File: src/sv/nfrg_pkg.sv
// nfrg_pkg: shared types and constants for the next-fit range grouper
// no dependencies; imported by every nfrg module and the top level
package nfrg_pkg;

  localparam int unsigned KeyW = 32;
  localparam int unsigned CountW = 32;
  localparam logic [CountW-1:0] MaxEntriesReset = 32'd2000000;

  // one accepted input transaction
  typedef struct packed {
    logic              final_item;
    logic [CountW-1:0] entry_count;
    logic [KeyW-1:0]   key_number;
  } item_t;

  // one emitted range
  typedef struct packed {
    logic              end_of_burst;
    logic              oversize;
    logic [CountW-1:0] range_total;
    logic [KeyW-1:0]   range_last;
    logic [KeyW-1:0]   range_first;
  } result_t;

  // all results caused by one item, in output order
  typedef struct packed {
    logic [1:0] count;
    result_t    res1;
    result_t    res0;
  } burst_t;

endpackage

File: src/sv/nfrg_in_reg.sv
// nfrg_in_reg: input holding register on the slave side
// depends on nfrg_pkg for item_t
module nfrg_in_reg (
  input  logic           clk,
  input  logic           rst,
  input  logic           s_valid,
  output logic           s_ready,
  input  nfrg_pkg::item_t s_item,
  output logic           item_valid,
  output nfrg_pkg::item_t item,
  input  logic           advance
);
  import nfrg_pkg::*;

  // free when empty or when the held item moves on this cycle
  assign s_ready = !item_valid || advance;

  // valid flag
  always_ff @(posedge clk) begin
    if (rst) begin
      item_valid <= 1'b0;
    end else if (s_ready) begin
      item_valid <= s_valid;
    end
  end

  // payload
  always_ff @(posedge clk) begin
    if (s_valid && s_ready) begin
      item <= s_item;
    end
  end

endmodule

File: src/sv/nfrg_core.sv
// nfrg_core: open-range state, maximum register and next-fit decision
// depends on nfrg_pkg for item_t, result_t, burst_t
module nfrg_core (
  input  logic                           clk,
  input  logic                           rst,
  input  logic                           cfg_we,
  input  logic [nfrg_pkg::CountW-1:0]    cfg_wdata,
  input  nfrg_pkg::item_t                item,
  input  logic                           advance,
  output nfrg_pkg::burst_t               burst
);
  import nfrg_pkg::*;

  logic [CountW-1:0] max_entries;
  logic              range_open;
  logic [KeyW-1:0]   open_first_key;
  logic [KeyW-1:0]   open_last_key;
  logic [CountW-1:0] open_sum;

  logic              range_open_next;
  logic [KeyW-1:0]   open_first_key_next;
  logic [KeyW-1:0]   open_last_key_next;
  logic [CountW-1:0] open_sum_next;

  logic              over;
  logic [CountW:0]   sum_wide;
  logic              overflow;
  logic              flush_first;
  logic              emit_b;
  logic              extend;
  result_t           res_a;
  result_t           res_b;
  result_t           new_range;

  // maximum register
  always_ff @(posedge clk) begin
    if (rst) begin
      max_entries <= MaxEntriesReset;
    end else if (cfg_we) begin
      max_entries <= cfg_wdata;
    end
  end

  // decision for the held item
  always_comb begin
    over        = item.entry_count > max_entries;
    sum_wide    = {1'b0, open_sum} + {1'b0, item.entry_count};
    overflow    = range_open && !over && (sum_wide > {1'b0, max_entries});
    flush_first = range_open && (over || overflow);
    extend      = range_open && !overflow;
    emit_b      = over || item.final_item;

    // open range as it stands
    res_a.range_first  = open_first_key;
    res_a.range_last   = open_last_key;
    res_a.range_total  = open_sum;
    res_a.oversize     = 1'b0;
    res_a.end_of_burst = !emit_b;

    // range after taking the item in
    new_range.range_first  = extend ? open_first_key : item.key_number;
    new_range.range_last   = item.key_number;
    new_range.range_total  = extend ? sum_wide[CountW-1:0] : item.entry_count;
    new_range.oversize     = 1'b0;
    new_range.end_of_burst = 1'b1;

    // second candidate: oversize key or flushed final range
    if (over) begin
      res_b.range_first  = item.key_number;
      res_b.range_last   = item.key_number;
      res_b.range_total  = item.entry_count;
      res_b.oversize     = 1'b1;
      res_b.end_of_burst = 1'b1;
    end else begin
      res_b = new_range;
    end

    // order results
    burst.count = {1'b0, flush_first} + {1'b0, emit_b};
    if (flush_first) begin
      burst.res0 = res_a;
      burst.res1 = res_b;
    end else begin
      burst.res0 = res_b;
      burst.res1 = res_b;
    end

    // next state
    if (emit_b) begin
      range_open_next     = 1'b0;
      open_first_key_next = '0;
      open_last_key_next  = '0;
      open_sum_next       = '0;
    end else begin
      range_open_next     = 1'b1;
      open_first_key_next = new_range.range_first;
      open_last_key_next  = new_range.range_last;
      open_sum_next       = new_range.range_total;
    end
  end

  // open-range state
  always_ff @(posedge clk) begin
    if (rst) begin
      range_open     <= 1'b0;
      open_first_key <= '0;
      open_last_key  <= '0;
      open_sum       <= '0;
    end else if (advance) begin
      range_open     <= range_open_next;
      open_first_key <= open_first_key_next;
      open_last_key  <= open_last_key_next;
      open_sum       <= open_sum_next;
    end
  end

  // a closed range never holds keys or a sum
  a_closed_clear: assert property (@(posedge clk) disable iff (rst)
    !range_open |-> (open_sum == '0 && open_first_key == '0))
    else $error("closed range holds stale state");

  // an oversize item always leaves no range open
  a_over_closes: assert property (@(posedge clk) disable iff (rst)
    (advance && over) |=> !range_open)
    else $error("range left open after oversize key");

  // a two-result burst always starts with the ordinary flushed range
  a_two_first: assert property (@(posedge clk) disable iff (rst)
    (burst.count == 2'd2) |-> (!burst.res0.oversize && !burst.res0.end_of_burst))
    else $error("bad first result of a pair");

endmodule

File: src/sv/nfrg_out_buf.sv
// nfrg_out_buf: result register holding one item's burst, drained one per transaction
// depends on nfrg_pkg for result_t and burst_t
module nfrg_out_buf (
  input  logic              clk,
  input  logic              rst,
  input  nfrg_pkg::burst_t  burst,
  input  logic              load_req,
  output logic              take,
  output logic              m_valid,
  input  logic              m_ready,
  output nfrg_pkg::result_t m_res
);
  import nfrg_pkg::*;

  result_t    slot0;
  result_t    slot1;
  logic [1:0] num;
  logic       load;

  // room for a new burst when empty or when the last result leaves now
  assign take    = (num == 2'd0) || (num == 2'd1 && m_ready);
  assign load    = load_req && take;
  assign m_valid = (num != 2'd0);
  assign m_res   = slot0;

  // result count
  always_ff @(posedge clk) begin
    if (rst) begin
      num <= 2'd0;
    end else if (load) begin
      num <= burst.count;
    end else if (m_valid && m_ready) begin
      num <= num - 2'd1;
    end
  end

  // result slots
  always_ff @(posedge clk) begin
    if (load) begin
      slot0 <= burst.res0;
      slot1 <= burst.res1;
    end else if (m_valid && m_ready && num == 2'd2) begin
      slot0 <= slot1;
    end
  end

  // count never beyond two
  a_num_range: assert property (@(posedge clk) disable iff (rst)
    num != 2'd3)
    else $error("result count out of range");

  // the last result held carries the burst end
  a_eob_last: assert property (@(posedge clk) disable iff (rst)
    (num == 2'd1) |-> slot0.end_of_burst)
    else $error("last result of burst without end mark");

  // a pending second result means the first is not the burst end
  a_eob_first: assert property (@(posedge clk) disable iff (rst)
    (num == 2'd2) |-> (!slot0.end_of_burst && slot1.end_of_burst))
    else $error("burst end marks out of order");

endmodule

File: src/sv/next_fit_range_grouper_top.sv
// next_fit_range_grouper_top: next-fit grouping of (key, count) items into ranges
// depends on nfrg_pkg, nfrg_in_reg, nfrg_core, nfrg_out_buf
//
// channel  | dir | fields
// ---------+-----+--------------------------------------------------------------
// s_axis   | in  | tdata: key_number, entry_count; tlast: final_item
// m_axis   | out | tdata: range_first, range_last, range_total; tuser: oversize;
//          |     | tlast: end_of_burst
// cfg      | in  | cfg_we/cfg_wdata write max_entries
//
// an item is held in the input register, then moves into the result register; one item
// per cycle while each gives at most one result and m_tready is high. an item giving
// two results holds the input side until its second result leaves, as the single result
// register drains one transaction per cycle while m_tready is high.
// reset (rst, synchronous) empties both registers, closes the open range and
// sets max_entries to 2000000; m_tready low stalls back to s_tready.
module next_fit_range_grouper_top (
  input  logic        clk,
  input  logic        rst,
  // configuration
  input  logic        cfg_we,
  input  logic [31:0] cfg_wdata,
  // slave side
  input  logic        s_tvalid,
  output logic        s_tready,
  input  logic [63:0] s_tdata,   // key_number[31:0], entry_count[63:32]
  input  logic        s_tlast,   // final_item
  // master side
  output logic        m_tvalid,
  input  logic        m_tready,
  output logic [95:0] m_tdata,   // range_first[31:0], range_last[63:32], range_total[95:64]
  output logic [0:0]  m_tuser,   // oversize[0]
  output logic        m_tlast    // end_of_burst
);
  import nfrg_pkg::*;

  item_t   s_item;
  item_t   item;
  logic    item_valid;
  logic    take;
  logic    advance;
  burst_t  burst;
  result_t m_res;

  // unpack slave transaction
  assign s_item.key_number  = s_tdata[31:0];
  assign s_item.entry_count = s_tdata[63:32];
  assign s_item.final_item  = s_tlast;

  // held item moves when the result register has room
  assign advance = item_valid && take;

  nfrg_in_reg u_in_reg (
    .clk        (clk),
    .rst        (rst),
    .s_valid    (s_tvalid),
    .s_ready    (s_tready),
    .s_item     (s_item),
    .item_valid (item_valid),
    .item       (item),
    .advance    (advance)
  );

  nfrg_core u_core (
    .clk       (clk),
    .rst       (rst),
    .cfg_we    (cfg_we),
    .cfg_wdata (cfg_wdata),
    .item      (item),
    .advance   (advance),
    .burst     (burst)
  );

  nfrg_out_buf u_out_buf (
    .clk      (clk),
    .rst      (rst),
    .burst    (burst),
    .load_req (item_valid),
    .take     (take),
    .m_valid  (m_tvalid),
    .m_ready  (m_tready),
    .m_res    (m_res)
  );

  // pack master transaction
  assign m_tdata = {m_res.range_total, m_res.range_last, m_res.range_first};
  assign m_tuser = m_res.oversize;
  assign m_tlast = m_res.end_of_burst;

endmodule
File: config.mk
export PLATFORM = sky130hd
export DESIGN_NAME = next_fit_range_grouper_top
export DESIGN_NICKNAME = d
export VERILOG_FILES = /design/src/sv/nfrg_pkg.sv /design/src/sv/nfrg_in_reg.sv /design/src/sv/nfrg_core.sv /design/src/sv/nfrg_out_buf.sv /design/src/sv/next_fit_range_grouper_top.sv
export SDC_FILE = /design/constraint.sdc
export NUM_CORES = 1
export LEC_CHECK = 0
export BUFFER_PORTS_ARGS = -buffer_cell sky130_fd_sc_hd__buf_2
export CORE_MARGIN = 1.5
export CORE_UTILIZATION = 64
export DETAILED_ROUTE_END_ITERATION = 8
export PLACE_DENSITY = 0.89
export SLEW_MARGIN = 0
export SYNTH_ARGS = -nofsm -noshare
export SYNTH_HDL_FRONTEND = slang
export SYNTH_HIERARCHICAL = 1
export SYNTH_SLANG_ARGS = --single-unit
File: constraint.sdc
create_clock -name clk -period 11.1 [get_ports clk]
set_input_delay 1.665 -clock clk [delete_from_list [all_inputs] [get_ports clk]]
set_output_delay 1.665 -clock clk [all_outputs]
set_load 0.02 [all_outputs]
After elaboration in Yosys (flattened, before gate mapping)
Cells that the tools add are included.
- $add $sub $neg: 3
- $lt $le $gt $ge: 2
- equal/unequal tests: 2
- multiplexer cells: 12
- reduce and logical (&&, ||, !) cells: 21
- operator list (cell ; number):
    2-to-1 mux 98 bit ; 3
    2-to-1 mux 32 bit ; 5
    2-to-1 mux 97 bit ; 1
    adder 32 x 32 -> 33 bit ; 1
    greater-than comparator 33 x 32 -> 1 bit ; 1
    greater-than comparator 32 bit ; 1
    logical AND 1 bit ; 9
    nonzero test 2 bit ; 3
    logical NOT 1 bit ; 4
    logical OR 1 bit ; 4
    2-to-1 mux 2 bit ; 2
    adder 1 x 1 -> 2 bit ; 1
    equality test 2 x 1 -> 1 bit, second input constant ; 1
    equality test 2 bit, second input constant ; 1
    logical NOT 2 bit ; 1
    subtractor 2 x 1 -> 2 bit, second input constant ; 1
    2-to-1 mux 1 bit ; 1
- flip-flop bits (word level): 393
- input port bits: 102
- output and inout bits: 100
- word-level logic and storage cells: 60

Longest topological paths before layout
- depth after elaboration: 10
- gate-level depth with buffers: 22
- depth with buffers taken out: 21

By module
The synthesis kept the hierarchy.
- modules (own cells, without submodules) (module ; instances ; cells an instance ; area each (sq um) ; seq. area each (sq um)):
    nfrg_core ; 1 ; 1260 ; 10033.4 ; 2582.5
    nfrg_out_buf ; 1 ; 328 ; 7704.9 ; 5925.7
    nfrg_in_reg ; 1 ; 70 ; 2006.9 ; 1971.9
    next_fit_range_grouper_top ; 1 ; 1 ; 6.3 ; 0.0

Worst setup path before layout
No wires, ideal clock.
- path kind: flip-flop to flip-flop
- start point: reg u_in_reg/item[32] (netlist name)
- end point: reg u_out_buf.slot0, in the netlist u_out_buf/m_res[85], data pin
- setup time: 260 ps
- arrival time: 5014 ps
- required time: 10840 ps
- path slack: 5826 ps
- stages on the path, launching flop included: 22
- buffers on the path: 0
- period minus slack after synthesis: 5274 ps
- cell sequence: edfxtp_1 -> ha_1 -> fa_1 -> a21oi_1 -> o211ai_1 -> a21oi_1 -> nand3_1 -> a21oi_1 -> o21ai_0 -> a31oi_1 -> xnor2_1 -> ha_1 -> a21o_1 -> a211o_1 -> a221oi_1 -> o21ai_0 -> o21ai_1 -> nand3_2 -> nor2_4 -> mux2_2 -> mux2_1 -> mux2_4
- RTL lines (item ; RTL line ; RTL):
    end signal, assigned ; nfrg_out_buf.sv:40 ; slot0 <= burst.res0;
    end signal, assigned ; nfrg_out_buf.sv:43 ; slot0 <= slot1;
    end, declared ; nfrg_out_buf.sv:15 ; result_t slot0;

==> run summary <==
The flow ran to the end, and the final reports show no timing, DRC or antenna violations. The tools report the type of element launching the critical path as a register. The min-delay analysis places its worst path in the category register to register.

The ratio of total power to cell area works out to 177 nW/µm². Of the post-synthesis cell area, the dominant cell type holds 39.7%. The path with the worst hold slack has its endpoint at u_core/open_sum[27]$_SDFFE_PP0P_. In the routed design, unresolved DRC markers number 0. The synthesized netlist net count came out at 1863.

The delay of the slowest critical-path stage works out to 0.68 ns. The cell count after synthesis came out at 1659. In the post-synthesis netlist, the biggest area contributors are sky130_fd_sc_hd__edfxtp_1 40%, sky130_fd_sc_hd__dfxtp_1 13%, sky130_fd_sc_hd__mux2_4 6.6%. During placement, the flow inserted port buffers numbering 201. After detailed routing, the average wire length per cell comes to 21.5 µm. The tools report the number of buffers between clock root and the deepest sink as 3. After synthesis, the mean cell area works out to 11.9 µm².

The first detailed-routing pass ran for 5 iterations. The total congestion overflow was 0; the relative slew slack was 24.0%. The register clock-pin slew on the reported worst setup and hold paths came out at 0.06 ns.

During I/O placement, the number of pins put on the boundary was 202. Classification of the worst setup path: register to register. Static timing analysis puts the maximum clock frequency at 0.159 GHz. The number of unique standard cell types used by synthesis was 67; the worst-skew pair later-pin latency was 0.56 ns. The flop-to-flop setup slack came out at 4.80 ns. The cell family contributing the most delay on the critical path was compound AO/OA/AOI/OAI gates. The tools report the capturing element type of the critical path as a register. The run gives 20700 µm² as the cell area reported after detailed placement. Routability-driven placement finished with a final weighted congestion of 0.961. The die covers 31900 µm². The H-tree was split into 2 levels. The most instantiated library cell after synthesis was sky130_fd_sc_hd__edfxtp_1. Total power for the finished layout comes to 3.91 mW. The final worst-path cycle share was 56.8%; the utilization of the core after routing was 72.3%. Layout filler cell count: 1970.

In this run, placement finished with an instance count of 2164. The top flip-flop cell by instance count after synthesis is sky130_fd_sc_hd__edfxtp_1. Setup repair after global routing left no endpoint under its margin. On the critical path, the stage with the largest delay is an instance of sky130_fd_sc_hd__buf_4. The number of pins exceeding their max-slew limit in the final report is 0, and the pin count of the biggest net entering global routing is 69.

TritonCTS created 41 clock buffers. The die is 179 µm wide. The tree is rooted in a sky130_fd_sc_hd__clkbuf_16.

The worst hold path begins at u_core/open_sum[27]$_SDFFE_PP0P_. The tools report the worst setup skew after layout as 0.0293 ns. The hold violation count in the final report came out at 0.

The detail route stage leaves a number of antenna-violating nets equal to 0. From bottom edge to top edge, the die measures 179 µm. The net count of the finished layout is 2015. Of all nets on the critical path, the largest fanout is 62. The logs give 0 for the post-CTS setup repair buffer count and 19800 µm² for the summed instance area of the synthesized netlist. The post-layout minimum cycle time came out at 6.30 ns. The number of buffers and inverters on the critical path works out to 1. The run gives 0 as the post-cts sizing count. The synthesized design contains 261 enable-type register cells. Summing all multi-input logic gate instances after layout gives 8360 µm². At the pin with the least slew margin, the transition time is 1.14 ns. The final setup TNS is 0 ns, and the initial antenna violation count is 2. TritonCTS built the clock tree. The commonest cells after synthesis are 261 x sky130_fd_sc_hd__edfxtp_1, 238 x sky130_fd_sc_hd__nand2_1, 132 x sky130_fd_sc_hd__dfxtp_1.

The via count is 13.8k. Compared with the post-synthesis result, the final layout area differs by 11.6%. The tools report the number of warning messages in the yosys log as 6. Detailed placement finished with a half-perimeter wire length of 30.3 mm. The summed area of non-filler cells in the final layout was 22000 µm²; the total wire length was 48.1 mm. The path depth of the worst reg2reg path is 20, and the share of synthesized area occupied by flip-flops and latches is 53.1%.

The leakage power summed over all cells was 9.47 nW; the starting density of the core was 64.7%. Setup violations remaining at the end of the flow were counted as 0. Of all flip-flops after synthesis, the portion carrying an async set or reset was 0%.

The detailed router's first-iteration violation count is 1372. The maximum resistive drop on vdd was 0.135 mV; the global-route wire length before repair was 73.1 mm. The tools report the origin of the critical flop-to-flop path as u_in_reg/item[32]$_DFFE_PP_. The number of max-capacitance violations reported came out at 0. The core outline area is 30500 µm². The most numerous cell type found on the critical path is sky130_fd_sc_hd__a21oi_1. Buffers inserted to repair hold after CTS numbered 0. The synthesized design contains 393 register bits. The run gives 29.7% as the global router's overall resource usage. For the via count of the first global-routing pass, the log shows 13.6k. In this run the critical register-to-register path is captured at u_out_buf/slot1[95]$_DFFE_PP_. The clock drives 393 sinks. The count of cells in the finished layout, fillers not included, comes to 2241.

The worst hold path was traced through 2 stages. The critical path goes through ha_1, fa_1, a21oi_1, o211ai_1, a21oi_1, nand3_1, a21oi_1, o21ai_0, a31oi_1, xnor2_1, ha_1, a21o_1, a211o_1, a221oi_1, o21ai_0, o21ai_1, nand3_2, nor2_4, buf_4, mux2_2. The sequential cell area in the final layout came out at 10500 µm². Row generation in the floorplan step produced 64 rows. The ratio of cells with drive above 1 in the final layout was 25.4%; the average via count per standard cell was 6.16.

Data arrives at the worst endpoint at 6.59 ns. The cell taking the most area after synthesis is sky130_fd_sc_hd__edfxtp_1. STA puts the critical path data required time at 11.39 ns.
-- tightest hold or removal path, stage by stage (launching register included) --
cell	delay, ns
sky130_fd_sc_hd__dfxtp_1	0.32
sky130_fd_sc_hd__nand2_1	0.05
sky130_fd_sc_hd__o21ai_0	0.06
-- placed cells by master (no fill, tap or decap), types with 5 or more instances in the layout --
master | Yosys | layout
sky130_fd_sc_hd__a21oi_1 | 80 | 80
sky130_fd_sc_hd__ha_1 | 101 | 101
sky130_fd_sc_hd__clkinv_2 | 0 | 7
sky130_fd_sc_hd__nand2_1 | 238 | 237
sky130_fd_sc_hd__a211o_1 | 5 | 5
sky130_fd_sc_hd__a31oi_1 | 10 | 9
sky130_fd_sc_hd__a22oi_1 | 33 | 33
sky130_fd_sc_hd__nor2_1 | 110 | 109
sky130_fd_sc_hd__o211ai_1 | 16 | 16
sky130_fd_sc_hd__inv_1 | 57 | 56
sky130_fd_sc_hd__nand2b_1 | 9 | 9
sky130_fd_sc_hd__nor3_1 | 10 | 10
sky130_fd_sc_hd__a22o_1 | 32 | 32
sky130_fd_sc_hd__dfxtp_1 | 132 | 131
sky130_fd_sc_hd__nand3_1 | 15 | 15
sky130_fd_sc_hd__xor2_1 | 8 | 8
sky130_fd_sc_hd__nand4_1 | 11 | 11
sky130_fd_sc_hd__a211oi_1 | 9 | 9
sky130_fd_sc_hd__mux2_2 | 82 | 82
sky130_fd_sc_hd__buf_4 | 40 | 17
sky130_fd_sc_hd__a21o_1 | 14 | 14
sky130_fd_sc_hd__mux2_4 | 87 | 87
sky130_fd_sc_hd__edfxtp_1 | 261 | 261
sky130_fd_sc_hd__o21ai_0 | 58 | 58
sky130_fd_sc_hd__mux2i_1 | 78 | 78
sky130_fd_sc_hd__clkbuf_16 | 0 | 41
sky130_fd_sc_hd__clkinv_1 | 1 | 5
sky130_fd_sc_hd__and2_1 | 8 | 8
sky130_fd_sc_hd__a221o_1 | 6 | 6
sky130_fd_sc_hd__xnor2_1 | 22 | 22
sky130_fd_sc_hd__buf_2 | 14 | 201
sky130_fd_sc_hd__clkbuf_1 | 39 | 12
-- per-layer routing --
metal / vias up / global-route usage (%) / share of wire [%]
met4: 0 / 11.7 / 3.5
met1: 6670 / 38.7 / 41
met5: - / 0 / 0
li1: 6314 / - / -
met3: 124 / 4.16 / 7.7
met2: 702 / 50.2 / 48
-- sequential cells by signal, summed over array words and instances, names as in the netlist, 2 cells and up --
register	count
u_out_buf/num	2
u_core/open_last_key	32
u_core/open_sum	32
u_core/open_first_key	32
u_out_buf/m_res	98
u_in_reg/item	65
u_core/max_entries	32
u_out_buf/slot1	98
-- stage by stage --
stage,hold WS [ns],worst slack (ns)
global placement,0.462,5.14
global route,0.506,4.39
CTS,0.488,4.85
floorplan,0.447,5.83
detailed placement,0.480,4.97
finish,0.487,4.80
-- final cells by class --
| cell class | instances | area share, % |
|---|---|---|
| inverter | 60 | 1.03 |
| multi-input combinational | 1097 | 37.9 |
| antenna | 1 | 0.0113 |
| sequential | 393 | 47.5 |
| clock buffer | 56 | 5.04 |
| tap | 396 | 2.25 |
| clock inverter | 20 | 1.04 |
| timing repair buffer | 218 | 5.14 |
-- logic make-up (layout without fill, tap and decap cells) --
family / after synthesis / after routing / share of synthesized area (%)
AOI/OAI and AO/OA: 291 / 291 / 9.79
buffers and inverters: 169 / 354 / 4.88
muxes: 248 / 248 / 15.3
xor gates and xnor gates: 30 / 30 / 1.33
adders and majority gates: 102 / 102 / 6.50
other: 1 / 2 / 0.0190
and+or+nand+nor: 425 / 425 / 9.12
DFF: 393 / 393 / 53.1
-- worst max-delay path by stage --
stage | from | end | slack (ns) | depth (start not counted)
finish | u_in_reg/item[32]$_DFFE_PP_ | u_out_buf/slot1[95]$_DFFE_PP_ | 4.80 | 20
global route | u_in_reg/item[32]$_DFFE_PP_ | u_out_buf/slot1[89]$_DFFE_PP_ | 4.39 | 20
CTS | u_in_reg/item[32]$_DFFE_PP_ | u_out_buf/slot1[89]$_DFFE_PP_ | 4.85 | 20
detailed placement | u_in_reg/item[32]$_DFFE_PP_ | u_out_buf/slot1[95]$_DFFE_PP_ | 4.97 | 20
global placement | u_in_reg/item[32]$_DFFE_PP_ | u_out_buf/slot1[94]$_DFFE_PP_ | 5.14 | 20
floorplan | u_in_reg/item[32]$_DFFE_PP_ | u_out_buf/m_res[85]$_DFFE_PP_ | 5.83 | 21
-- power breakdown --
group | internal, mW | total, mW | leakage, nW | switching (mW)
Clock | 0.783 | 1.36 | 0.650 | 0.582
Sequential | 1.74 | 1.82 | 3.53 | 0.0764
Combinational | 0.295 | 0.730 | 5.28 | 0.436
Total | 2.82 | 3.91 | 9.47 | 1.09
(Power assumes the default switching activity.)
